### src/rmq_pkg.sv
`default_nettype none

package rmq_pkg;

   localparam int DIN_W      = 32;            // matrix entry and quaternion width
   localparam int CAND_W     = 35;            // signed candidate, 1 + three entries
   localparam int PAIR_W     = 33;            // signed off-diagonal sum or difference
   localparam int BEST_W     = 33;            // clamped candidate magnitude
   localparam int FRAC_SHIFT = 28;            // radicand and dividend prescale
   localparam int RAD_W      = 62;            // radicand, even width for digit pairs
   localparam int ROOT_W     = 31;
   localparam int REM_W      = 33;
   localparam int QUO_W      = 32;
   localparam int DREM_W     = 31;            // divider partial remainder, below root
   localparam int DTOP_W     = PAIR_W - 4;    // dividend bits loaded into remainder
   localparam int NSLOT      = 3;             // components found by division
   localparam int NCOMP      = 4;
   localparam int NPAIR      = 6;
   localparam int SQRT_STEPS = RAD_W / 2;
   localparam int DIV_STEPS  = QUO_W;

   localparam logic signed [CAND_W-1:0] ONE_Q30 = CAND_W'(1 << 30);

   // off-diagonal pair codes, named by the two components they join
   localparam logic [2:0] PAIR_WX = 3'd0;
   localparam logic [2:0] PAIR_WY = 3'd1;
   localparam logic [2:0] PAIR_WZ = 3'd2;
   localparam logic [2:0] PAIR_XY = 3'd3;
   localparam logic [2:0] PAIR_XZ = 3'd4;
   localparam logic [2:0] PAIR_YZ = 3'd5;

   typedef logic [1:0] comp_type;

   typedef struct packed {
      comp_type                           idx;
      logic [NSLOT-1:0]                   neg;
      logic [NSLOT-1:0][PAIR_W-1:0]       mag;
   } side_type;

   typedef struct packed {
      side_type                           side;
      logic [RAD_W-1:0]                   rad;
      logic [REM_W-1:0]                   rem;
      logic [ROOT_W-1:0]                  root;
   } sqrt_type;

   typedef struct packed {
      comp_type                           idx;
      logic [NSLOT-1:0]                   neg;
      logic [ROOT_W-1:0]                  root;
      logic [NSLOT-1:0][DREM_W-1:0]       r;
      logic [NSLOT-1:0][QUO_W-1:0]        nq;
   } div_type;

   // component of division slot s when component k took the root
   function automatic comp_type slot_comp(input comp_type k, input logic [1:0] s);
      comp_type c;
      c = (s < k) ? s : comp_type'(s + 2'd1);
      return c;
   endfunction

endpackage

`default_nettype wire

### src/rmq_front.sv
`default_nettype none

module rmq_front (
   input  wire logic                               clock,
   input  wire logic                               reset,
   input  wire logic                               adv,
   input  wire logic                               in_valid,
   input  wire logic signed [rmq_pkg::DIN_W-1:0]   m00,
   input  wire logic signed [rmq_pkg::DIN_W-1:0]   m01,
   input  wire logic signed [rmq_pkg::DIN_W-1:0]   m02,
   input  wire logic signed [rmq_pkg::DIN_W-1:0]   m10,
   input  wire logic signed [rmq_pkg::DIN_W-1:0]   m11,
   input  wire logic signed [rmq_pkg::DIN_W-1:0]   m12,
   input  wire logic signed [rmq_pkg::DIN_W-1:0]   m20,
   input  wire logic signed [rmq_pkg::DIN_W-1:0]   m21,
   input  wire logic signed [rmq_pkg::DIN_W-1:0]   m22,
   output logic                                    out_valid,
   output rmq_pkg::sqrt_type                       out_data
);
   import rmq_pkg::*;

   function automatic logic [2:0] pair_of(input comp_type a, input comp_type b);
      logic [2:0] p;
      case ({(a < b) ? a : b, (a < b) ? b : a})
         4'b00_01: p = PAIR_WX;
         4'b00_10: p = PAIR_WY;
         4'b00_11: p = PAIR_WZ;
         4'b01_10: p = PAIR_XY;
         4'b01_11: p = PAIR_XZ;
         default:  p = PAIR_YZ;
      endcase
      return p;
   endfunction

   logic                            va_ff, vb_ff, vc_ff;
   logic signed [CAND_W-1:0]        cand_ff [NCOMP];
   logic signed [CAND_W-1:0]        cand_in [NCOMP];
   logic signed [PAIR_W-1:0]        pa_ff [NPAIR];
   logic signed [PAIR_W-1:0]        pa_in [NPAIR];
   logic signed [PAIR_W-1:0]        pb_ff [NPAIR];
   logic signed [CAND_W-1:0]        best_ff, best_in;
   comp_type                        idx_ff, idx_in;
   sqrt_type                        c_ff, c_in;

   // stage a: candidates and off-diagonal terms
   always_comb begin
      cand_in[0] = ONE_Q30 + CAND_W'(m00) + CAND_W'(m11) + CAND_W'(m22);
      cand_in[1] = ONE_Q30 + CAND_W'(m00) - CAND_W'(m11) - CAND_W'(m22);
      cand_in[2] = ONE_Q30 - CAND_W'(m00) + CAND_W'(m11) - CAND_W'(m22);
      cand_in[3] = ONE_Q30 - CAND_W'(m00) - CAND_W'(m11) + CAND_W'(m22);
      pa_in[PAIR_WX] = PAIR_W'(m21) - PAIR_W'(m12);
      pa_in[PAIR_WY] = PAIR_W'(m02) - PAIR_W'(m20);
      pa_in[PAIR_WZ] = PAIR_W'(m10) - PAIR_W'(m01);
      pa_in[PAIR_XY] = PAIR_W'(m01) + PAIR_W'(m10);
      pa_in[PAIR_XZ] = PAIR_W'(m02) + PAIR_W'(m20);
      pa_in[PAIR_YZ] = PAIR_W'(m12) + PAIR_W'(m21);
   end

   // stage b: largest candidate, earliest wins a tie
   always_comb begin
      best_in = cand_ff[0];
      idx_in  = 2'd0;
      for (int i = 1; i < NCOMP; i++) begin
         if (best_in < cand_ff[i]) begin
            best_in = cand_ff[i];
            idx_in  = comp_type'(i);
         end
      end
   end

   // stage c: radicand and division slots
   always_comb begin
      logic signed [PAIR_W-1:0] num;
      logic [BEST_W-1:0]        bmag;
      bmag = best_ff[CAND_W-1] ? '0 : best_ff[BEST_W-1:0];
      c_in.rad  = {{(RAD_W - BEST_W - FRAC_SHIFT){1'b0}}, bmag, {FRAC_SHIFT{1'b0}}};
      c_in.rem  = '0;
      c_in.root = '0;
      c_in.side.idx = idx_ff;
      for (int s = 0; s < NSLOT; s++) begin
         num = pb_ff[pair_of(idx_ff, slot_comp(idx_ff, 2'(s)))];
         c_in.side.neg[s] = num[PAIR_W-1];
         c_in.side.mag[s] = num[PAIR_W-1] ? PAIR_W'(-num) : PAIR_W'(num);
      end
   end

   always_ff @(posedge clock) begin
      if (reset) begin
         va_ff <= 1'b0;
         vb_ff <= 1'b0;
         vc_ff <= 1'b0;
      end else if (adv) begin
         va_ff <= in_valid;
         vb_ff <= va_ff;
         vc_ff <= vb_ff;
      end
   end

   always_ff @(posedge clock) begin
      if (adv) begin
         cand_ff <= cand_in;
         pa_ff   <= pa_in;
         pb_ff   <= pa_ff;
         best_ff <= best_in;
         idx_ff  <= idx_in;
         c_ff    <= c_in;
      end
   end

   assign out_valid = vc_ff;
   assign out_data  = c_ff;

endmodule

`default_nettype wire

### config.mk
export PLATFORM = sky130hd
export DESIGN_NAME = rmq_front
export DESIGN_NICKNAME = d
export VERILOG_FILES = /design/src/rmq_pkg.sv /design/src/rmq_front.sv
export SDC_FILE = /design/constraint.sdc
export NUM_CORES = 2
export LEC_CHECK = 0
export ABC_AREA = 1
export BUFFER_PORTS_ARGS = -buffer_cell sky130_fd_sc_hd__clkbuf_2
export CORE_ASPECT_RATIO = 0.5
export CORE_MARGIN = 2
export CORE_UTILIZATION = 45
export DETAILED_ROUTE_END_ITERATION = 7
export MAX_ROUTING_LAYER = met4
export SLEW_MARGIN = 20
export SYNTH_ARGS = -nofsm -noshare
export SYNTH_HDL_FRONTEND = slang
export SYNTH_SLANG_ARGS = --single-unit
export TNS_END_PERCENT = 50
### constraint.sdc
create_clock -name clock -period 7.05 [get_ports clock]
set_input_delay 0.705 -clock clock [delete_from_list [all_inputs] [get_ports clock]]
set_output_delay 0.705 -clock clock [all_outputs]
set_load 0.01 [all_outputs]
======== Word-level counts from Yosys, hierarchy flattened ========
Index checks and enable logic that the tools add are counted.
storage, ports and cells
  bits in registers ....................... 713
  input port bits ......................... 292
  output and inout bits ................... 231
  logic and storage cells ................. 110
cells by class
  add/sub/neg operators ................... 19
  $lt $le $gt $ge ......................... 12
  equality and inequality tests ........... 15
  muxes and demuxes ....................... 29
  bitwise operators ....................... 3
  reductions and logical operators ........ 1
operators with widths
  operator                count
  $bmux 33 s3             3
  $mux 33                 6
  $lt 35x35->1            3
  $mux 35                 3
  $add 32x32->33          3
  $neg 33->33             3
  $sub 32x32->33          3
  $mux 32                 3
  $add 34x32->35          2
  $sub 34x32->35          2
  $add 33x32->34          2
  $sub 33x32->34          2
  $pmux 3 s5              3
  $add 32x32->33 const A  1
  $sub 32x32->33 const A  1
  $eq 4x2->1 const B      6
  $eq 4x3->1 const B      6
  $mux 2                  7
  $eq 4x1->1 const B      3
  $ge 4x4->1 const B      3
  $not 3->4               3
  $lt 1x2->1 const A      2
  $lt 2x2->1              2
  $mux 1                  4
  3 further kinds         3

======== Longest topological paths before layout ========
  depth in word-level cells ............... 12
  depth in mapped cells ................... 45
  depth with buffers taken out ............ 42

======== Worst setup path after synthesis ========
Ideal clock, no wire load.
  kind .................................... reg2reg
  from .................................... register cand_ff[139] in the netlist's numbering
  to ...................................... register best_ff[12], data pin
  setup time .............................. 253 ps
  arrival time ............................ 5176 ps
  data required time ...................... 6797 ps
  slack ................................... 1621 ps
  stages on the path, launching flop included .. 41
  clock period less this slack ............ 5429 ps
  path through ............................ edfxtp_1 > ha_1 > nand2_1 > nor2_1 > nand2_1 > nor2_1 > nand2_1 > nor2_1 > nor2_1 > nand2_1 > nand2_1 > nand2_1 > clkbuf_1 > nand2_1 > o21ai_0 > ha_1 > a21oi_1 > o21a_1 > (+5 left out) > nand2_1 > nand2_1 > inv_2 > clkbuf_1 > nand2_1 > o21ai_0 > ha_1 > a21oi_1 > nor2_1 > a211oi_1 > o221ai_1 > nand2_1 > a31oi_1 > a211oi_1 > nand3_1 > buf_2 > nand3_1 > nand2_1
between the ends
  cells in the longest elaborated chain, start to end .. 6
RTL lines
  element                 line              text
  from (decl)             rmq_front.sv:36   logic signed [CAND_W-1:0] cand_ff [NCOMP];
  from (signal assigned)  rmq_front.sv:101  cand_ff <= cand_in;
  $lt 35x35->1            rmq_front.sv:64   if (best_in < cand_ff[i]) begin
  $mux 35 (*)             rmq_front.sv:64
  $lt 35x35->1            rmq_front.sv:64
  $mux 35 (*)             rmq_front.sv:64
  $lt 35x35->1            rmq_front.sv:64
  $mux 35 (*)             rmq_front.sv:64
  named net best_in[12]   rmq_front.sv:41   logic signed [CAND_W-1:0] best_ff, best_in;
  to (signal assigned)    rmq_front.sv:104  best_ff <= best_in;
  to (decl)               rmq_front.sv:41
The timed path passes the listed nets; every way through them passes the cells marked *.
A chain may end at the register's enable or synchronous reset.

==> run metrics <==
status finished with violations; violated checks design-rule violations; cells after synthesis 6109; dpl cells 7959; MaxCap Viol Count 0; Ys Warns 0; placer congestion estimate 0.9740; P per Cell Area 438.4 nW/µm²; pins over their slew limit 0; Slew HR 20.93%; DR WL/cell 21.19 µm; most frequent cells in the layout inv_1, nand2_1, edfxtp_1; Die Width 492.9 µm; Lkg Pwr 26.99 nW; Least-Margin Pin Slew 1.171 ns; Setup Skew 0.02427 ns; Fmax 0.1550 GHz; Crit-path slowest cell nor4_1; cts hold-fix bufs 0; share of layout cells above drive strength 1 10.38%; First DRT Iteration DRCs 3899; CP max stage delay 0.49 ns; CP Capture Type flop; Boundary Pins 523; placed instance area 56940 µm²; Synth cell types 69; Post-DRT Antenna Nets 0; Final setup viols 0; largest family of logic cells by synthesized area adder cells; Root Buffer clkbuf_16; Final Util 50.15%; Clk pin slew, worst setup/hold paths 0.06 ns; total gr overflow 0; Synth Register Bits 704; DPL Wire Length 137800 µm; fin area 59310 µm²; most used cell, CP nand2_1; PortBufs 429; min Tclk post-route 6.454 ns; synthesis-to-layout area growth 10.27%; Initial Util 45.48%; vias in the first global route 42.59k; Layout Nets 7317; XOR/XNOR share of the synthesized area 6.970%; Synth Cell Area 53780 µm²; vias per std cell 5.416; simple-gate area share of the yosys netlist 12.85%; Final period util 91.54%; final hold violations 0; TritonCTS Buffers 70; FFs w/ async S/R, synth 0%; initial antenna violation count 1; adder-cell share of the synthesized area 15.57%; Worst Hold Class in2reg; mean area per synthesized cell 8.804 µm²; CTS tree done; Post-synth EDFFs 701; CP Max Fanout 6; clk sinks 704; register area share after synthesis 39.25%; DRC errors left 26; Worst-Skew Late Latency 0.67 ns; # H-tree levels 3; critical path arrival 6.84 ns; top_reg_cell synth edfxtp_1; RSZ-0062 raised after global routing no; clock tree buffer depth 3; PnR Total Power 26.00 mW; first-pass GRT wire length 256700 µm; Non-Filler Instances 8087; final hold slack 0.2126 ns; Final WS setup 0.5965 ns; reg2reg start cand_ff[139]; Worst EP required 7.44 ns; CP startpoint kind primary input; die outline area 122500 µm²; via count 43.80k; area of the core 118300 µm²; Compound-Gate Fraction of Synth Area 15.09%; # rows 89; Final TNS setup 0 ns; Post-Route WL 171400 µm; mux cell area share after synthesis 0.02094%; Setup CP Type in2reg; dpl ws -0.02504 ns; TritonRoute pass-1 iters 8; CP startpoint m00[0]; Die Span Y 248.5 µm; Total Routing Usage GR 28.24%; largest net degree at the start of global routing 174; Hold Startpoint reset; commonest non-fill, non-tap cell in the layout inv_1; VDD IR-drop max 0.0004201 V
path summary, 6_finish.rpt:
path,endpoint,slack [ns],cells after the start
worst max-delay path,cand_ff[34],0.60,27
worst min-delay path,out_valid,0.21,2
worst max register to register,idx_ff[0],0.68,38
worst min register to register,pb_ff[18],0.40,0
cells in the mapped netlist (7+ instances only):
cell         n  area [µm²]
inv_2       21       78.83
nor3_1      66       330.3
a21boi_1    30       225.2
o22ai_1     12       75.07
a21o_1      10       75.07
a32oi_1      7       61.31
nand3_1    171       855.8
nor2_1     563        2113
inv_1      982        3686
nor2_2      14       87.58
a2111oi_0   13       113.9
xor2_1     334        2925
buf_2       77       385.4
nand2_2     10       62.56
o211ai_1    40       300.3
a21boi_0    23       172.7
o2111ai_1    9       78.83
a211oi_1    40       300.3
nor4_1      28       175.2
buf_6       14       157.7
clkbuf_1   109       409.1
o31ai_1     34       255.2
nand4_1     48       300.3
nand2_1    729        2736
xnor2_1     94       823.3
edfxtp_1   701       21050
buf_4      102       765.7
o21a_1      10       75.07
fa_1       139        2783
o21ai_1     98       490.5
a21oi_1    552        2763
o21bai_1    32       240.2
o21ai_0    407        2037
a31oi_1     62       387.9
o21ai_2      8       70.07
ha_1       447        5593
critical path, delay by kind of cell:
family / cells / cell delay, ns
AO/OA/AOI/OAI: 4 / 0.88
XOR/XNOR: 1 / 0.21
adder cells (fa/ha/maj): 3 / 1.13
buffers and inverters: 4 / 0.61
AND/OR/NAND/NOR: 15 / 3.30
kinds of logic after synthesis:
kind of cell             after synthesis
flip-flops                           704
AO/OA/AOI/OAI                       1423
AND/OR/NAND/NOR                     1655
other                                  1
multiplexers                           1
adder cells (fa/ha/maj)              586
XOR/XNOR                             428
buffers and inverters               1311
where the power goes:
| part | total (mW) | internal, mW | switching [mW] |
|---|---|---|---|
| registers | 7.19 | 6.60 | 0.592 |
| logic | 14.9 | 4.85 | 10.1 |
| clock network | 3.86 | 2.12 | 1.74 |
layout make-up:
cell class	count	area, µm²
clock inverter	41	466.7
inverter	1005	3776
clock buffer	85	1871
multi-input combinational	4186	27560
tap	1592	1992
antenna	2	5.005
sequential	704	21110
fill	11120	58950
timing repair buffer	472	2530
layer usage:
metal	up-vias	GRT usage [%]	part of all wire [%]
met1	21060	38.21	44
met2	1599	45.39	47
li1	20940	-	-
met3	201	3.539	6.7
met4	0	6.293	2.2
met5	-	-	0
registers in the layout, indices dropped and copies added (netlist names):
name and flops:
out_data 137, pa_ff 195, out_valid 1, cand_ff 138, best_ff 34, vb_ff 1, idx_ff 2, pb_ff 195
va_ff 1
what timing repair did:
item,4_1_cts,5_1_grt
endpoints found under the setup margin,0,36
resized for setup,0,4
buffers inserted,0,0
No activity file was read; power rests on OpenSTA's default activity.
