**config.mk**
```make
export PLATFORM = sky130hd
export DESIGN_NAME = rmq_div_stage
export DESIGN_NICKNAME = d
export VERILOG_FILES = /design/src/rmq_pkg.sv /design/src/rmq_div_stage.sv
export SDC_FILE = /design/constraint.sdc
export NUM_CORES = 1
export LEC_CHECK = 0
export BUFFER_PORTS_ARGS = -buffer_cell sky130_fd_sc_hd__clkbuf_2
export CAP_MARGIN = 20
export CORE_AREA = 3 3 176 178
export DETAILED_ROUTE_END_ITERATION = 8
export DIE_AREA = 0 0 179 181
export PLACE_DENSITY = 0.72
export REMOVE_ABC_BUFFERS = 1
export SLEW_MARGIN = 30
export SYNTH_ARGS = -nofsm -noshare
export SYNTH_HDL_FRONTEND = slang
export SYNTH_SLANG_ARGS = --single-unit
```
**constraint.sdc**
```tcl
create_clock -name clock -period 3.2 [get_ports clock]
set_clock_uncertainty 0.1 [all_clocks]
set_input_delay 0.64 -clock clock [delete_from_list [all_inputs] [get_ports clock]]
set_output_delay 0.64 -clock clock [all_outputs]
set_load 0.02 [all_outputs]
```
**src/rmq_pkg.sv**
```systemverilog
`default_nettype none

package rmq_pkg;

   localparam int DIN_W      = 32;            // matrix entry and quaternion width
   localparam int CAND_W     = 35;            // signed candidate, 1 + three entries
   localparam int PAIR_W     = 33;            // signed off-diagonal sum or difference
   localparam int BEST_W     = 33;            // clamped candidate magnitude
   localparam int FRAC_SHIFT = 28;            // radicand and dividend prescale
   localparam int RAD_W      = 62;            // radicand, even width for digit pairs
   localparam int ROOT_W     = 31;
   localparam int REM_W      = 33;
   localparam int QUO_W      = 32;
   localparam int DREM_W     = 31;            // divider partial remainder, below root
   localparam int DTOP_W     = PAIR_W - 4;    // dividend bits loaded into remainder
   localparam int NSLOT      = 3;             // components found by division
   localparam int NCOMP      = 4;
   localparam int NPAIR      = 6;
   localparam int SQRT_STEPS = RAD_W / 2;
   localparam int DIV_STEPS  = QUO_W;

   localparam logic signed [CAND_W-1:0] ONE_Q30 = CAND_W'(1 << 30);

   // off-diagonal pair codes, named by the two components they join
   localparam logic [2:0] PAIR_WX = 3'd0;
   localparam logic [2:0] PAIR_WY = 3'd1;
   localparam logic [2:0] PAIR_WZ = 3'd2;
   localparam logic [2:0] PAIR_XY = 3'd3;
   localparam logic [2:0] PAIR_XZ = 3'd4;
   localparam logic [2:0] PAIR_YZ = 3'd5;

   typedef logic [1:0] comp_type;

   typedef struct packed {
      comp_type                           idx;
      logic [NSLOT-1:0]                   neg;
      logic [NSLOT-1:0][PAIR_W-1:0]       mag;
   } side_type;

   typedef struct packed {
      side_type                           side;
      logic [RAD_W-1:0]                   rad;
      logic [REM_W-1:0]                   rem;
      logic [ROOT_W-1:0]                  root;
   } sqrt_type;

   typedef struct packed {
      comp_type                           idx;
      logic [NSLOT-1:0]                   neg;
      logic [ROOT_W-1:0]                  root;
      logic [NSLOT-1:0][DREM_W-1:0]       r;
      logic [NSLOT-1:0][QUO_W-1:0]        nq;
   } div_type;

   // component of division slot s when component k took the root
   function automatic comp_type slot_comp(input comp_type k, input logic [1:0] s);
      comp_type c;
      c = (s < k) ? s : comp_type'(s + 2'd1);
      return c;
   endfunction

endpackage

`default_nettype wire

```
**src/rmq_div_stage.sv**
```systemverilog
`default_nettype none

module rmq_div_stage (
   input  wire logic                 clock,
   input  wire logic                 reset,
   input  wire logic                 adv,
   input  wire logic                 in_valid,
   input  wire rmq_pkg::div_type     in_data,
   output logic                      out_valid,
   output rmq_pkg::div_type          out_data
);
   import rmq_pkg::*;

   logic       valid_ff;
   div_type    data_ff, data_in;

   // one quotient bit in each of the three lanes, shared divisor
   always_comb begin
      logic [DREM_W:0] t;
      logic [DREM_W:0] den;
      logic            ge;
      data_in = in_data;
      den     = {1'b0, in_data.root};
      for (int s = 0; s < NSLOT; s++) begin
         t  = {in_data.r[s], in_data.nq[s][QUO_W-1]};
         ge = t >= den;
         data_in.r[s]  = ge ? DREM_W'(t - den) : t[DREM_W-1:0];
         data_in.nq[s] = {in_data.nq[s][QUO_W-2:0], ge};
      end
   end

   always_ff @(posedge clock) begin
      if (reset) begin
         valid_ff <= 1'b0;
      end else if (adv) begin
         valid_ff <= in_valid;
      end
   end

   always_ff @(posedge clock) begin
      if (adv) begin
         data_ff <= data_in;
      end
   end

   assign out_valid = valid_ff;
   assign out_data  = data_ff;

endmodule

`default_nettype wire

```
# == After elaboration in Yosys (flattened, before gate mapping) ==
# Cells that the tools add are included.
# word_totals
out_inout_bits,226
register_bits,226
# op_classes
order_cmp,3
add_sub_neg,3
muxes,3
# op_table
op,count
$ge A32 B31 Y1,3
$mux W31,3
$sub A31 B31 Y31,3

# == Depth between registers and ports, before layout ==
# Gate-level depths: netlist (run 1).
# logic_depth
depth_word,2
ltp_mapped,14

# == Worst setup path before layout (run 1) ==
# Ideal clock, no wire load.
# synth_timing
kind,in2reg
start,input port in_data[196] (netlist bit)
end,register data_ff (netlist bit out_data[100]) (data pin)
arrival_time_ns,2.868
path_stages,11
path_buffers,2
required_time_ns,2.840
path_slack_ns,-0.028
setup_time_ns,0.260
cell_sequence,inv_1 ha_1 buf_6 a2111o_1 o21ai_2 nand4_2 a31oi_4 nand2_1 a211oi_2 buf_4 mux2_2
# synth_lines
element,line,text
"start, declared",rmq_div_stage.sv:8,"input wire rmq_pkg::div_type in_data,"
"end signal, assigned",rmq_div_stage.sv:42,data_ff <= data_in;
"end, declared",rmq_div_stage.sv:15,"div_type data_ff, data_in;"

==> results.ini, run 1 <==
[run_status]
status=complete, no violations

[cts]
clkSinkCount=226
path_clk_slew_ns=0.06
cts_root_buf=clkbuf_16
h-tree-depth=1
cts_max_path_buffers=3
cts_tree=built
ctsHoldBuffers=0
clk_latency_ns=0.52
cts_inserted_buffers=26

[critical_path]
worstPathRequired_ns=3.38
critPathKind=primary input to register
crit_fanout=6
r2r_cells=2
r2r_setup_slack_ns=2.48
start_kind=primary input
timing.rr.start=out_valid$_SDFFE_PP0P_
end_kind=register
rr_endpoint=out_valid$_SDFFE_PP0P_
arrival_ns=3.31

[yosys]
yosysWarnings=0
seq_area_frac_synth=0.532
synth-edff-count=225
synth_common_cells=225 x edfxtp_1, 138 x nand2_1, 121 x o21ai_0, 93 x ha_1, 82 x a21oi_1
synth_top_area_cell=edfxtp_1
syn_inst=1154
yosysUniqueCellTypes=67
synth.cell_area_um2=12700
yosysMostFrequentCell=edfxtp_1
synth_top_cells_by_area=edfxtp_1 53%, ha_1 9.1%, o21ai_0 4.8%
syn_area_per_cell_um2=11.0
ys.flop_type=edfxtp_1
synth_seq_cells=226
synthArstFlopShare=0
yosysTopAreaCellShare=0.531

[hold_path]
min_path_type=primary input to register
holdPathStages=2
hold_end=out_valid$_SDFFE_PP0P_
hold_start=reset

[sta]
layout_min_cycle_time_ns=3.12
maxSlewHeadroom=0.592
finalHoldViolCount=0
setup_violations=0
fin_crit_sh=0.976
fmax_ghz=0.320
fin_ws_ns=0.0777
tightest_slew_ns=0.608
drv_slew=0

[placed_design]
dp_hpwl_um=36800
place_congestion=0.970
pre_cts_ws_ns=-0.430
port_buffers=454
dp_cells=2210

[pwr]
internal-power_w=0.00667
swShare=0.307
clock_power_share=0.321
switchingPower_w=0.00295
seqPwrFrac=0.394
power_frac_comb=0.286
ir_worst_vdd_mv=0.361
leakage_nw=8.45
power.density_nw_per_um2=527

[floorplan]
die_area_um2=32400
rows=63
start_util=0.431
die_h_um=181
core-area_um2=29600
ios=455
fp.dieW_um=179

[finish]
drive_gt1_frac=0.415
post-route-util=0.617
fin_cells=2263
fillers=2468
nNetsFinal=2174
areaGrowthSynthToFinish_pct=43.3

[detailed_routing]
first_iter_violations=692
vias_per_cell=5.22
drtAntennaViolNets=0
routed_wl_um=44500
drc=0
num_vias=11800
first_pass_iters=6
drt-wirelength-per-cell_um=19.7

[global_route]
overflow=0
grt_pass1_vias=11700
antenna_found_initial=4
grt_max_degree=72
grt_pass1_wl_um=65500
gr-usage-all-layers=0.261

[flow_run]
maxCapViolCount=0

## flip-flops by register name, summed over array words and instances (netlist names)
register and cells:
out_data 225, out_valid 1
## worst max path at each step
stage,start,end,cells past startpoint
2_1_floorplan,in_data[201],out_data[180]$_DFFE_PP_,11
3_3_place_gp,in_data[95],out_data[166]$_DFFE_PP_,13
3_5_place_dp,in_data[189],out_data[118]$_DFFE_PP_,12
4_1_cts,in_data[189],out_data[118]$_DFFE_PP_,12
5_1_grt,in_data[196],out_data[118]$_DFFE_PP_,13
6_report,in_data[191],out_data[118]$_DFFE_PP_,13
## layout by cell type (no fill, tap or decap), types with 35 or more instances in the layout
cell type / n
buf_4: 246
ha_1: 93
xnor2_1: 43
a21oi_1: 80
nor2_1: 54
inv_1: 53
edfxtp_1: 225
nand2_1: 138
clkbuf_2: 453
o21ai_0: 120
xor2_1: 35
## worst max-delay path, cell delays in order
cell      delay (ns)
clkbuf_2        0.10
inv_1           0.16
ha_1            0.30
nor2b_2         0.18
o31a_1          0.33
o21ai_2         0.26
nand4_2         0.19
a31oi_4         0.24
nand2_1         0.11
a211oi_4        0.28
buf_4           0.20
inv_2           0.04
mux2_4          0.29
## metrics by stage
step | area [µm²] | hold WS (ns) | total power (W) | setup TNS (ns)
3_5_place_dp | 17300 | 0.444 | 0.00657 | -26.67
3_3_place_gp | 17300 | 0.376 | 0.00652 | -23.36
2_1_floorplan | 12600 | 0.479 | 0.00526 | -87.05
6_report | 18200 | 0.172 | 0.00962 | 0
4_1_cts | 18200 | 0.146 | 0.00968 | 0
5_1_grt | 18200 | 0.144 | 0.0100 | -0.0593
## power by group through the flow
| stage | registers [W] | logic, W | clock network (W) |
|---|---|---|---|
| 3_3_place_gp | 0.00384 | 0.00268 | 0 |
| 5_1_grt | 0.00381 | 0.00298 | 0.00326 |
| 3_5_place_dp | 0.00385 | 0.00273 | 0 |
| 4_1_cts | 0.00379 | 0.00274 | 0.00316 |
| 2_1_floorplan | 0.00426 | 0.00101 | 0 |
| 6_report | 0.00379 | 0.00275 | 0.00308 |
## layer usage
layer / up-vias / part of all wire / GRT usage
met4: 0 / 0.043 / 0.101
met2: 417 / 0.49 / 0.455
met1: 5581 / 0.39 / 0.318
met3: 103 / 0.074 / 0.0507
li1: 5712 / - / -
met5: - / 0 / 0
## kinds of logic (layout without fill, tap and decap cells)
family                   after synthesis  after routing  share of synthesized area
XOR/XNOR                              78             78                     0.0537
other                                  0              4                          0
flip-flops                           226            226                      0.532
multiplexers                           9              9                    0.00806
AO/OA/AOI/OAI                        338            338                      0.165
buffers and inverters                 95            810                     0.0305
adder cells (fa/ha/maj)               96             96                     0.0961
AND/OR/NAND/NOR                      312            312                      0.115
## what timing repair did
item	4_1_cts	5_1_grt
setup endpoints to repair	0	12
gates resized for setup	0	12
buffers inserted	0	1
## final cells by class
type                       instances  area [µm²]  area share
tap                              390         488      0.0267
antenna                            4        10.0    0.000549
clock inverter                    14         166     0.00912
inverter                          56         210      0.0115
sequential                       226        6780       0.371
multi-input combinational        833        5620       0.308
timing repair buffer             706        4250       0.233
clock buffer                      34         722      0.0396
Power figures use the tool's default switching activity.
==> inputs of run 2 (changes only) <==
CORE_AREA = default   (was 3 3 176 178)
CORE_MARGIN = 3   (was default)
CORE_UTILIZATION = 35   (was default)
DIE_AREA = default   (was 0 0 179 181)
PLACE_DENSITY = 0.61   (was 0.72)
==> results.ini, run 2 (synthesis results as in run 1) <==
[cts]
cts_max_path_buffers=3
clkSinkCount=226
post-cts-setup-buffers=0
clk_latency_ns=0.54
cts_tree=built
cts_root_buf=clkbuf_16
h-tree-depth=1
cts_inserted_buffers=27
path_clk_slew_ns=0.06

[pwr]
ir_worst_vdd_mv=0.389
leakage_nw=8.50
power.density_nw_per_um2=520

[global_route]
grt_pass1_wl_um=67600
grt_pass1_vias=11700
antenna_found_initial=5
gr-usage-all-layers=0.225
overflow=0
grt_max_degree=60

[critical_path]
max_stage_delay_ns=0.42
crit_fanout=4
r2r_cells=2
end_kind=register
start_kind=primary input
arrival_ns=3.25
path_cells=clkbuf_2 > inv_1 > ha_1 > fa_1 > nor2b_1 > o31a_1 > o21ai_2 > a2111o_1 > a21boi_0 > o21ai_0 > a21boi_0 > xor2_1 > mux2_4
path_delay_family=compound AO/OA/AOI/OAI gates
worstPathRequired_ns=3.40
timing.rr.start=out_valid$_SDFFE_PP0P_
r2r_setup_slack_ns=2.51
critPathKind=primary input to register
crit_buf_inv=2
rr_endpoint=out_valid$_SDFFE_PP0P_
worst_path_max_delay_cell=fa_1
crit_top_cell=a21boi_0

[finish]
finish.instance_area_um2=18400
seq_area_um2=6780
multi_input_area_um2=5610
layout_common_cells=453 x clkbuf_2, 261 x buf_4, 225 x edfxtp_1, 138 x nand2_1, 120 x o21ai_0
fillers=3227
drive_gt1_frac=0.417
largest_register_ffs=225
nNetsFinal=2190
final_common_cell=clkbuf_2
areaGrowthSynthToFinish_pct=44.5
post-route-util=0.515

[detailed_routing]
vias_per_cell=4.96
drc=0
first_iter_violations=520
drt-wirelength-per-cell_um=19.7
routed_wl_um=46200
drtAntennaViolNets=0
first_pass_iters=5
num_vias=11600

[sta]
fin_ws_ns=0.148
setup_violations=0
tightest_slew_ns=0.641
hold_ws_ns=0.155
rsz0062_at_grt=false
layout_min_cycle_time_ns=3.05
finalHoldViolCount=0
drv_slew=0
fin_crit_sh=0.954
maxSlewHeadroom=0.568
fmax_ghz=0.328

[hold_path]
min_path_type=primary input to register
hold_start=reset
holdPathStages=2
hold_end=out_valid$_SDFFE_PP0P_

[placed_design]
place_congestion=0.937
dpl_cell_area_um2=17500
port_buffers=454
pre_cts_ws_ns=-0.462
dp_hpwl_um=38100

[floorplan]
fp.dieW_um=197
core-area_um2=35700
ios=455
rows=69
die_h_um=197
die_area_um2=38700
start_util=0.356

[run_status]
status=complete, no violations

[flow_run]
maxCapViolCount=0

-- run 2: cell types whose count changed in the layout (fill, tap and decap cells not counted), sizes merged --
cell	previous run	this run
clkinv	8	9
buf	253	268
clkbuf	487	485
inv	57	56
clkinvlp	2	3
diode	4	3
-- run 2: final cells by class --
class | instances | share of cell area
Clock buffer | 32 | 0.0377
Inverter | 56 | 0.0114
Antenna cell | 3 | 0.000408
Multi-Input combinational cell | 833 | 0.305
Tap cell | 461 | 0.0313
Timing Repair Buffer | 721 | 0.237
Clock inverter | 15 | 0.00877
Sequential cell | 226 | 0.368
-- run 2: worst max path at each step --
stage / start / endpoint / slack (ns) / cells after the start
3_5_place_dp: in_data[209] / out_data[153]$_DFFE_PP_ / -0.46 / 13
6_report: in_data[31] / out_data[118]$_DFFE_PP_ / 0.15 / 13
4_1_cts: in_data[95] / out_data[180]$_DFFE_PP_ / 0.12 / 15
2_1_floorplan: in_data[201] / out_data[180]$_DFFE_PP_ / -1.46 / 11
3_3_place_gp: in_data[209] / out_data[153]$_DFFE_PP_ / -0.50 / 13
5_1_grt: in_data[201] / out_data[181]$_DFFE_PP_ / 0.008 / 14
-- run 2: stage by stage --
step | instances | power, W | TNS, ns
finish | 2347 | 0.00957 | 0
global route | 2346 | 0.0100 | 0
floorplan | 1115 | 0.00526 | -87.05
CTS | 2344 | 0.00968 | 0
global placement | 2297 | 0.00658 | -28.67
detailed placement | 2297 | 0.00660 | -30.09
-- run 2: worst reg2reg max path, delay by kind of cell, from the launching register on --
family           cells  cell delay, ns
AND/OR/NAND/NOR      1            0.05
flip-flops           1            0.31
multiplexers         1            0.13
-- run 2: what timing repair did --
item | CTS | global route
hold buffers | 0 | 0
gates resized for setup | 0 | 8
setup endpoints to repair | 0 | 31
-- run 2: power breakdown --
| part | internal, W | total [W] | switching [W] |
|---|---|---|---|
| Clock | 0.00178 | 0.00302 | 0.00124 |
| Combinational | 0.00117 | 0.00277 | 0.00160 |
| Sequential | 0.00367 | 0.00378 | 0.000103 |
-- run 2: metal layers --
metal	vias to the layer above	share of wire	global-route usage
li1	5735	-	-
met1	5458	0.40	0.265
met2	365	0.50	0.409
met3	77	0.067	0.0515
met4	6	0.030	0.0715
met5	-	0.00097	0
