File: src/rmq_pkg.sv
`default_nettype none

package rmq_pkg;

   localparam int DIN_W      = 32;            // matrix entry and quaternion width
   localparam int CAND_W     = 35;            // signed candidate, 1 + three entries
   localparam int PAIR_W     = 33;            // signed off-diagonal sum or difference
   localparam int BEST_W     = 33;            // clamped candidate magnitude
   localparam int FRAC_SHIFT = 28;            // radicand and dividend prescale
   localparam int RAD_W      = 62;            // radicand, even width for digit pairs
   localparam int ROOT_W     = 31;
   localparam int REM_W      = 33;
   localparam int QUO_W      = 32;
   localparam int DREM_W     = 31;            // divider partial remainder, below root
   localparam int DTOP_W     = PAIR_W - 4;    // dividend bits loaded into remainder
   localparam int NSLOT      = 3;             // components found by division
   localparam int NCOMP      = 4;
   localparam int NPAIR      = 6;
   localparam int SQRT_STEPS = RAD_W / 2;
   localparam int DIV_STEPS  = QUO_W;

   localparam logic signed [CAND_W-1:0] ONE_Q30 = CAND_W'(1 << 30);

   // off-diagonal pair codes, named by the two components they join
   localparam logic [2:0] PAIR_WX = 3'd0;
   localparam logic [2:0] PAIR_WY = 3'd1;
   localparam logic [2:0] PAIR_WZ = 3'd2;
   localparam logic [2:0] PAIR_XY = 3'd3;
   localparam logic [2:0] PAIR_XZ = 3'd4;
   localparam logic [2:0] PAIR_YZ = 3'd5;

   typedef logic [1:0] comp_type;

   typedef struct packed {
      comp_type                           idx;
      logic [NSLOT-1:0]                   neg;
      logic [NSLOT-1:0][PAIR_W-1:0]       mag;
   } side_type;

   typedef struct packed {
      side_type                           side;
      logic [RAD_W-1:0]                   rad;
      logic [REM_W-1:0]                   rem;
      logic [ROOT_W-1:0]                  root;
   } sqrt_type;

   typedef struct packed {
      comp_type                           idx;
      logic [NSLOT-1:0]                   neg;
      logic [ROOT_W-1:0]                  root;
      logic [NSLOT-1:0][DREM_W-1:0]       r;
      logic [NSLOT-1:0][QUO_W-1:0]        nq;
   } div_type;

   // component of division slot s when component k took the root
   function automatic comp_type slot_comp(input comp_type k, input logic [1:0] s);
      comp_type c;
      c = (s < k) ? s : comp_type'(s + 2'd1);
      return c;
   endfunction

endpackage

`default_nettype wire

File: src/rmq_sqrt_stage.sv
`default_nettype none

module rmq_sqrt_stage (
   input  wire logic                 clock,
   input  wire logic                 reset,
   input  wire logic                 adv,
   input  wire logic                 in_valid,
   input  wire rmq_pkg::sqrt_type    in_data,
   output logic                      out_valid,
   output rmq_pkg::sqrt_type         out_data
);
   import rmq_pkg::*;

   logic                 valid_ff;
   sqrt_type             data_ff, data_in;
   logic [REM_W+1:0]     trial, test;
   logic                 ge;

   // one root digit: bring down two radicand bits, try 4*root+1
   always_comb begin
      trial = {in_data.rem, in_data.rad[RAD_W-1 -: 2]};
      test  = {1'b0, in_data.root, 2'b01};
      ge    = trial >= test;
      data_in      = in_data;
      data_in.rem  = ge ? REM_W'(trial - test) : trial[REM_W-1:0];
      data_in.root = {in_data.root[ROOT_W-2:0], ge};
      data_in.rad  = {in_data.rad[RAD_W-3:0], 2'b00};
   end

   always_ff @(posedge clock) begin
      if (reset) begin
         valid_ff <= 1'b0;
      end else if (adv) begin
         valid_ff <= in_valid;
      end
   end

   always_ff @(posedge clock) begin
      if (adv) begin
         data_ff <= data_in;
      end
   end

   assign out_valid = valid_ff;
   assign out_data  = data_ff;

endmodule

`default_nettype wire

File: config.mk
export PLATFORM = sky130hd
export DESIGN_NAME = rmq_sqrt_stage
export DESIGN_NICKNAME = d
export VERILOG_FILES = /design/src/rmq_pkg.sv /design/src/rmq_sqrt_stage.sv
export SDC_FILE = /design/constraint.sdc
export NUM_CORES = 1
export LEC_CHECK = 0
export BUFFER_PORTS_ARGS = -buffer_cell sky130_fd_sc_hd__buf_2
export CAP_MARGIN = 20
export CORE_AREA = 5 5 179 181
export CTS_CLUSTER_DIAMETER = 80
export DETAILED_ROUTE_END_ITERATION = 8
export DIE_AREA = 0 0 184 186
export PLACE_DENSITY = 0.6
export SLEW_MARGIN = 40
export SYNTH_ARGS = -nofsm -noshare
export SYNTH_HDL_FRONTEND = slang
export SYNTH_SLANG_ARGS = --single-unit
File: constraint.sdc
create_clock -name clock -period 3.5 [get_ports clock]
set_input_delay 0.7 -clock clock [delete_from_list [all_inputs] [get_ports clock]]
set_output_delay 0.7 -clock clock [all_outputs]
set_load 0.02 [all_outputs]
After elaboration in Yosys (flattened, before gate mapping)
Cells that the tools add are included.

Output and inout port bits: 231. Register bits after elaboration: 229. Bits of input ports: 234. Logic and storage cells: 12.

Add/subtract/negate cells: 1. $lt $le $gt $ge: 1. Multiplexer cells: 1.

Operators by type and width (count): $ge A35 B33 Y1 (1); $mux W33 (1); $sub A33 B33 Y33 (1).

Depth between registers and ports, before layout
Gate-level depths: netlist (run 1).

Depth after elaboration: 2. Gate-level depth with buffers: 13. Gate-level depth less buffers: 10.

Worst setup path before layout (run 1)
OpenSTA, ideal clock, no wires.

Path kind: input to register. Start: input port in_data[8] (netlist bit). End: register data_ff (netlist bit out_data[59]), data pin. Data required time: 3240 ps. Setup slack: 405 ps. Library setup time: 260 ps. Path buffers: 1. Stages on the path: 11. Arrival: 2835 ps. Path through: inv_1 > ha_1 > buf_6 > nand4_2 > a21oi_1 > or4_4 > a31oi_4 > o21ai_2 > a2111oi_2 > nor3_1 > mux2_4.

RTL lines: from (decl) (RTL line rmq_sqrt_stage.sv:8) `input wire rmq_pkg::sqrt_type in_data,`; to (signal assigned) (RTL line rmq_sqrt_stage.sv:40) `data_ff <= data_in;`; to (decl) (RTL line rmq_sqrt_stage.sv:15) `sqrt_type data_ff, data_in;`.

==> results.ini, run 1 <==
[drt]
ant_nets = 0
drt-total-wl_um = 33600
drcViolationCount = 0
vias_per_cell = 4.64
wl_per_cell_um = 21.8
dr.pass1.iters = 4
num_vias = 7148
drt_iter0_markers = 407

[yosys]
ys_async_sr_fraction_pct = 0
ys.warnings.count = 0
ys_ff_latch = 229
synth_edf_count = 228
yosysUniqueCellTypes = 63
synthCells = 617
netlist_area_um2 = 9440
syn-mean-instance-area_um2 = 15.3
ys_seq_area_share_pct = 72.7
synth_flop_cell = edfxtp_1

[global_routing]
antenna_found_initial = 11
grt_use_met3_pct = 6.21
grtUsageMet1_pct = 21.0
grt_pass1_vias = 7306
grt.busiest_layer = met2
use_met2_pct = 31.4
grt.overflow.total = 0
grt_usage_pct = 18.1
grt_pass1_wl_um = 46400
grt_max_degree = 82

[cts]
cts_tree = yes
cts.clk_slew.worst_paths_ps = 60
cts-root-buf = clkbuf_16
clock_latency_ps = 540
cts_buffers = 29
postCtsSetupRepairBufs = 0
h-tree-depth = 1
ctsLongestPathBuffers = 3
cts_hold_buf = 0
clock_sinks = 229
ctsResizeCount = 0

[final_layout]
syn_to_final_growth_pct = 42.2
fin_nets = 1387
layout-drive-gt1-share_pct = 49.9
final_common_cell = buf_2
design_area_um2 = 13400
n_fill_cell = 2866
layout_common_cells = 461 x buf_2, 228 x edfxtp_1, 46 x nor2_1
antenna_cells = 0

[power]
finalPower_mw = 8.00
clkPwrFrac_pct = 41.0
p_int_mw = 5.85
p_sw_mw = 2.15
switching_share_pct = 26.9
p_leak_nw = 5.86
p_seq_share_pct = 42.2
pwr-share-comb_pct = 16.8
powerDensity_nw_per_um2 = 596
vdd_drop_max_mv = 0.340

[die]
start_util_pct = 31.2
rows = 64
die_h_um = 186
ios = 465
dieArea_um2 = 34200
core-area_um2 = 30300
die_x_um = 184

[sta]
finClkSkew_ps = 0
hold_slack_ps = 310
post-route-period-util_pct = 82.3
setup_viol = 0
hold_violations = 0
worst_slack_ps = 621
rsz0062_at_grt = no
report.final.slew_viol_count = 0
fmax_ghz = 0.347
max-slew-margin-rel_pct = 51.2
tightest_slew_ps = 726
tns_ps = 0
min_period_ps = 2880

[place]
portBuffers = 462
dp_slack_ps = 49.1
placed_cell_area_um2 = 12400
place_hpwl_um = 26700
gp_congestion = 0.878

[run]
cap_violations = 0

[worst_setup_path]
worst-endpoint-arrival_ps = 3170
critical_path_class = in -> reg
crit_path_end_kind = flip-flop
path_max_fanout = 8
required_ps = 3790
startpoint_type = input pin

[min_path]
hold_path_class = in -> reg

[outcome]
status = complete, no violations

==> worst max-delay path: stages <==
cell,delay [ps]
buf_2,100
inv_1,50
ha_1,350
buf_4,190
nand2_1,140
a21oi_1,60
or4_4,440
a31oi_4,240
o21ai_2,150
a2111oi_2,370
nor3_1,120
mux2_4,260
==> registers in the layout, indices dropped and copies added (netlist names) <==
register and count:
out_valid 1, out_data 228
==> cell usage after synthesis (2+ instances only) <==
library cell | instances | area, um^2
edfxtp_1 | 228 | 6850
nor2_1 | 46 | 173
inv_1 | 43 | 161
a21oi_1 | 40 | 200
ha_1 | 33 | 413
nand2_1 | 26 | 97.6
o21ai_0 | 18 | 90.1
a21oi_2 | 17 | 149
nand3_1 | 15 | 75.1
xor2_1 | 15 | 131
xnor2_1 | 13 | 114
nor3_1 | 10 | 50.1
a21o_1 | 7 | 52.6
a211oi_1 | 6 | 45.0
and3_1 | 6 | 37.5
nand2b_1 | 6 | 37.5
o21bai_1 | 6 | 45.0
a31oi_1 | 5 | 31.3
buf_4 | 5 | 37.5
buf_6 | 5 | 56.3
nand4_1 | 4 | 25.0
a2111oi_0 | 3 | 26.3
a221oi_1 | 3 | 26.3
clkbuf_1 | 3 | 11.3
mux2_1 | 3 | 33.8
o211ai_1 | 3 | 22.5
o21ai_2 | 3 | 26.3
a2111oi_2 | 2 | 30.0
buf_2 | 2 | 10.0
mux2_2 | 2 | 22.5
nand2_2 | 2 | 12.5
nor2b_1 | 2 | 12.5
nor4_1 | 2 | 12.5
o2111a_1 | 2 | 22.5
o2111ai_1 | 2 | 17.5
or3_1 | 2 | 12.5
==> stage by stage <==
stage               utilization, %  instances
floorplan                        -        618
global placement              40.8       1485
detailed placement            40.8       1485
CTS                           44.3       1539
global route                  44.3       1539
finish                        44.3       1539
==> power groups by stage <==
stage	clock (mW)	sequential (mW)	combinational [mW]
6_report	3.28	3.37	1.35
5_1_grt	3.49	3.40	1.44
4_1_cts	3.38	3.38	1.37
3_5_place_dp	0	3.43	1.36
3_3_place_gp	0	3.42	1.35
2_1_floorplan	0	3.76	0.413
==> final cells by class <==
cell class                 instances  area, um^2  share of cell area [%]
inverter                          44         165                    1.23
multi-input combinational        330        2300                    17.1
sequential                       229        6870                    51.2
tap                              396         495                    3.69
timing repair buffer             486        2530                    18.8
clock buffer                      31         733                    5.46
clock inverter                    23         338                    2.52
==> path summary, 6_finish.rpt <==
check                           slack (ps)                endpoint              startpoint  depth (start not counted)
worst min register to register         500  out_valid$_SDFFE_PP0P_  out_valid$_SDFFE_PP0P_                          2
worst max-delay path                   620  out_data[59]$_DFFE_PP_              in_data[8]                         12
worst max register to register        2920  out_valid$_SDFFE_PP0P_  out_valid$_SDFFE_PP0P_                          2
worst min-delay path                   310  out_valid$_SDFFE_PP0P_                   reset                          2
==> kinds of logic after synthesis <==
group | share of synthesized area, %
flip-flops | 72.7
XOR/XNOR | 2.60
other | 0.0397
buffers and inverters | 2.97
adder cells (fa/ha/maj) | 4.37
multiplexers | 0.861
AND/OR/NAND/NOR | 6.77
AO/OA/AOI/OAI | 9.65
==> per-layer routing <==
metal | part of all wire [%] | up-vias
met5 | 0.27 | -
met4 | 3.4 | 14
met3 | 9.3 | 68
met2 | 50 | 324
met1 | 37 | 3395
li1 | - | 3347
(Power assumes the default switching activity.)
==> run 2, diff against run 1 <==
PLACE_DENSITY = 0.62   (was 0.6)
clock period = 2.54 ns   (was 3.5 ns; I/O delays follow)
==> results.ini, run 2 (synthesis gave the netlist of run 1 again) <==
[outcome]
status = complete, no violations

[sta]
min_period_ps = 2460
post-route-period-util_pct = 97.0
hold_violations = 0  ; unchanged
report.final.slew_viol_count = 0  ; unchanged
setup_viol = 0  ; unchanged
fmax_ghz = 0.406
rsz0062_at_grt = no
tightest_slew_ps = 558  ; -169 ps
finClkSkew_ps = 0  ; unchanged
max-slew-margin-rel_pct = 62.4  ; +11 points

[worst_setup_path]
required_ps = 2820  ; -970 ps
slowest_stage = or4_4
crit_path_end_kind = flip-flop
critical_path_class = in -> reg
worst-endpoint-arrival_ps = 2750  ; -420 ps
path_cells = buf_2 > inv_1 > ha_2 > nand4_4 > a21oi_2 > or4_4 > a31oi_4 > o21ai_4 > a2111oi_2 > nor3_1 > mux2_4
startpoint_type = input pin
reg2reg_slack_ps = 1950  ; -970 ps
path_max_fanout = 7  ; -1
cp_slowest_stage_delay_ps = 550  ; +110 ps

[drt]
vias_per_cell = 4.54  ; -2.3%
drt-total-wl_um = 33600  ; about the same
drt_iter0_markers = 380  ; -6.6%
drcViolationCount = 0  ; unchanged
wl_per_cell_um = 20.4  ; -6.3%
ant_nets = 0  ; unchanged
num_vias = 7454  ; +4.3%
dr.pass1.iters = 5  ; +1

[power]
vdd_drop_max_mv = 0.449  ; +32%
p_leak_nw = 6.31  ; +7.8%
powerDensity_nw_per_um2 = 732  ; +23%
finalPower_mw = 10.5  ; +32%

[final_layout]
fin_cells = 1643  ; +6.8%
largest_reg_flops = 228  ; unchanged
fin_nets = 1492  ; +7.6%
layout-drive-gt1-share_pct = 56.9  ; +7.0 points
layout_common_cells = 461 x buf_2, 228 x edfxtp_1, 126 x buf_4
n_fill_cell = 2725  ; -4.9%
final_common_cell = buf_2
syn_to_final_growth_pct = 52.3

[global_routing]
grt_pass1_vias = 7584  ; +3.8%
grt_max_degree = 55  ; -33%
grt.overflow.total = 0  ; unchanged
grt_usage_pct = 18.1  ; +0.022 points
antenna_found_initial = 15  ; +4
grt_pass1_wl_um = 47100  ; +1.6%

[cts]
clock_sinks = 229  ; unchanged
h-tree-depth = 1  ; unchanged
cts_tree = yes
cts_hold_buf = 0  ; unchanged
cts.clk_slew.worst_paths_ps = 70  ; about the same
cts_buffers = 26  ; -10%
clock_latency_ps = 520  ; -20 ps
cts-root-buf = clkbuf_16
ctsLongestPathBuffers = 3  ; unchanged

[die]
die_x_um = 184  ; unchanged
die_h_um = 186  ; unchanged
ios = 465  ; unchanged
core-area_um2 = 30300  ; unchanged
start_util_pct = 31.2  ; unchanged
dieArea_um2 = 34200  ; unchanged
rows = 64  ; unchanged

[place]
portBuffers = 462  ; unchanged
place_hpwl_um = 27200  ; +2.0%
gp_congestion = 0.873  ; -0.58%
dpl.cell_count = 1591  ; +7.1%

[min_path]
hold_path_class = in -> reg

[run]
cap_violations = 0  ; unchanged

## run 2: changes by cell type in the layout (fill, tap and decap cells not counted), moves of 5 or more
cell,previous run,this run
clkbuf_1,2,7
ha_4,0,12
buf_4,22,126
a21oi_2,17,28
a21oi_1,40,28
ha_1,33,17
## run 2: worst max-delay path: cells and delay by family
kind | cells | cell delay [ps]
adders and majority gates | 1 | 320
buffers and inverters | 2 | 160
and+or+nand+nor | 3 | 760
AOI/OAI and AO/OA | 4 | 720
muxes | 1 | 260
## run 2: area by class of cell
cell class                      count  area, um^2  area share [%]
Sequential cell                   229        6870            47.8
Timing Repair Buffer              594        3390            23.6
Multi-Input combinational cell    330        2600            18.1
Clock buffer                       34         702            4.88
Tap cell                          396         495            3.45
Inverter                           44         175            1.22
Clock inverter                     12         136           0.949
Antenna cell                        4        10.0          0.0696
## run 2: final timing paths
kind,from,to,depth (start not counted)
setup reg to reg,out_valid$_SDFFE_PP0P_,out_valid$_SDFFE_PP0P_,2
hold reg to reg,out_valid$_SDFFE_PP0P_,out_valid$_SDFFE_PP0P_,2
hold / removal,reset,out_valid$_SDFFE_PP0P_,2
setup / recovery,in_data[5],out_data[59]$_DFFE_PP_,11
## run 2: per-stage QoR
step,TNS [ps],setup WS [ps],util (%),hold WS [ps],cell area [um^2]
after global routing,0,1.37,47.5,119,14400
after CTS,0,36.2,47.3,112,14300
after global placement,-14360,-526,44.5,482,13500
after detailed placement,-14520,-538,44.5,499,13500
after floorplan,-2720,-236,-,579,9760
final,0,76.0,47.5,142,14400
## run 2: routing by layer
layer | wire length (um) | part of all wire, % | track usage [%]
met5 | 82 | 0.24 | 0
met2 | 16900 | 50 | 31.2
met3 | 2970 | 8.8 | 5.63
met4 | 996 | 3.0 | 5.77
met1 | 12700 | 38 | 21.7
## run 2: where the power goes
group          leakage, nW  switching, mW  internal (mW)
logic                 3.66           1.28          0.881
clock network        0.406           1.49           2.24
registers             2.24         0.0861           4.56
## run 2: timing repair
item	4_1_cts	5_1_grt
resized for setup	0	11
buffers inserted	0	2
endpoints found under the setup margin	0	23
==> run 3, diff against run 2 <==
BUFFER_PORTS_ARGS = default   (was -buffer_cell sky130_fd_sc_hd__buf_2)
DONT_BUFFER_PORTS = 1   (was default)
PLACE_DENSITY = 0.47   (was 0.62)
clock period = 2.3 ns   (was 2.54 ns; I/O delays follow)
==> results.ini, run 3 (synthesis gave the netlist of run 1 again) <==
[global_routing]
grt_usage_pct = 15.4  ; -2.6 points
grt_pass1_vias = 5676  ; -25%
grt_max_degree = 230  ; +320%
grt_pass1_wl_um = 39200  ; -17%
grt.overflow.total = 0  ; unchanged
antenna_found_initial = 8  ; -7

[worst_setup_path]
slowest_stage = or4_4
path_max_fanout = 5  ; -2
crit_family = simple AND/OR/NAND/NOR gates
startpoint_type = input pin
path_cells = inv_1 > ha_4 > nand4_4 > a21oi_2 > or4_4 > a31oi_4 > buf_6 > o31ai_4 > or3_1 > a41o_1
cp_slowest_stage_delay_ps = 550  ; about the same
crit_path_end_kind = flip-flop
worst-endpoint-arrival_ps = 2610  ; -140 ps
r2r_cells = 2  ; unchanged
crit_buf_inv = 2  ; unchanged
reg2reg_slack_ps = 1600  ; -350 ps
cp_num_cells = 10  ; -1
critical_path_class = in -> reg
required_ps = 2560  ; -260 ps

[drt]
num_vias = 5625  ; -25%
ant_nets = 0  ; unchanged
drt_iter0_markers = 200  ; -47%
wl_per_cell_um = 25.1  ; +23%
drcViolationCount = 0  ; unchanged
vias_per_cell = 4.82  ; +6.2%
dr.pass1.iters = 6  ; +1
drt-total-wl_um = 29300  ; -13%

[sta]
setup_viol = 4  ; +4
min_period_ps = 2350
report.final.slew_viol_count = 0  ; unchanged
post-route-period-util_pct = 102
tightest_slew_ps = 620  ; +62.6 ps
worst_slack_ps = -48.3  ; -124 ps
fmax_ghz = 0.426
rsz0062_at_grt = yes
finClkSkew_ps = 0  ; unchanged
hold_violations = 0  ; unchanged
max-slew-margin-rel_pct = 58.2  ; -4.2 points

[die]
rows = 64  ; unchanged
dieArea_um2 = 34200  ; unchanged
core-area_um2 = 30300  ; unchanged
die_h_um = 186  ; unchanged
ios = 465  ; unchanged
die_x_um = 184  ; unchanged
start_util_pct = 31.2  ; unchanged

[final_layout]
layout_common_cells = 228 x edfxtp_1, 112 x buf_4, 45 x nor2_1
syn_to_final_growth_pct = 27.1
fin_nets = 1018  ; -32%
final_common_cell = edfxtp_1
design_area_um2 = 12000  ; -17%
largest_reg_flops = 228  ; unchanged
layout-drive-gt1-share_pct = 31.3  ; -26 points
fin_cells = 1167  ; -29%

[min_path]
hold_path_class = in -> reg
hold_depth = 0  ; -2

[power]
p_seq_share_pct = 54.6  ; +11 points
powerDensity_nw_per_um2 = 881  ; +20%
switching_share_pct = 26.6  ; -0.45 points
vdd_drop_max_mv = 0.411  ; -8.4%
pwr-share-comb_pct = 11.2  ; -9.3 points
clkPwrFrac_pct = 34.2  ; -1.2 points
p_leak_nw = 4.41  ; -30%
p_int_mw = 7.76  ; +1.0%
p_sw_mw = 2.81  ; -1.2%

[place]
place_hpwl_um = 23100  ; -15%
gp_congestion = 0.807  ; -7.5%
dpl.cell_count = 1105  ; -31%
placed_cell_area_um2 = 10900  ; -19%
portBuffers = 0  ; -100%

[outcome]
violations = negative setup slack
status = complete, but fails checks

[cts]
cts_buffers = 25  ; -3.8%
cts-root-buf = clkbuf_16
ctsLongestPathBuffers = 3  ; unchanged
clock_sinks = 229  ; unchanged
cts_tree = yes
cts.clk_slew.worst_paths_ps = 60  ; about the same
h-tree-depth = 1  ; unchanged
clock_latency_ps = 510  ; about the same

[run]
cap_violations = 0  ; unchanged

==> run 3: changes by cell type in the layout (fill, tap and decap cells not counted), sizes merged <==
cell	change
buf	-479
bufinv	-3
clkinv	+1
clkinvlp	+1
diode	-1
dlygate4sd3	+5
==> run 3: per-layer routing <==
layer / vias to the layer above / GRT usage, % / routed length [um]
li1: 2608 / - / -
met4: 10 / 5.00 / 839
met1: 2690 / 15.6 / 9820
met3: 50 / 7.54 / 3300
met2: 267 / 28.0 / 15300
met5: - / 0 / 69
==> run 3: path summary, 6_finish.rpt <==
kind	startpoint	to
max	in_data[5]	out_data[57]$_DFFE_PP_
max reg2reg	out_valid$_SDFFE_PP0P_	out_valid$_SDFFE_PP0P_
min	in_data[204]	out_data[204]$_DFFE_PP_
min reg2reg	out_valid$_SDFFE_PP0P_	out_valid$_SDFFE_PP0P_
==> run 3: power by group through the flow <==
stage                     Sequential [mW]  Clock [mW]  Combinational, mW
after global placement               5.89           0               1.08
after floorplan                      5.72           0              0.726
after detailed placement             5.88           0               1.09
after global routing                 5.80        3.96               1.29
after CTS                            5.80        3.73               1.12
final                                5.78        3.62               1.18
==> run 3: cell type report <==
type	count	area (um^2)
well taps	396	495
flip-flops and latches	229	6870
repair buffers	121	967
clock buffers	33	676
fillers	2820	18300
inverters	44	175
multi-input cells	330	2740
clock inverters	11	75.1
diodes	3	7.51
==> run 3: repair_timing <==
item | in CTS | in global routing
gates resized for setup | 6 | 24
setup endpoints to repair | 9 | 25
endpoints found under the hold margin | 1 | 4
cloned | 0 | 1
pin swaps | 8 | 10
buffers inserted | 2 | 7
hold buffers | 1 | 4
==> run 3: metrics by stage <==
stage | setup slack [ps] | utilization [%] | hold WS, ps | power [mW] | setup TNS, ps
after floorplan | -428 | - | 532 | 6.45 | -8960
after global placement | -578 | 36.1 | 536 | 6.97 | -15920
after detailed placement | -609 | 36.1 | 537 | 6.97 | -16590
after CTS | 5.02 | 38.8 | 4.38 | 10.7 | 0
after global routing | -129 | 39.6 | 0.0190 | 11.1 | -558
final | -48.3 | 39.6 | 40.3 | 10.6 | -80.1
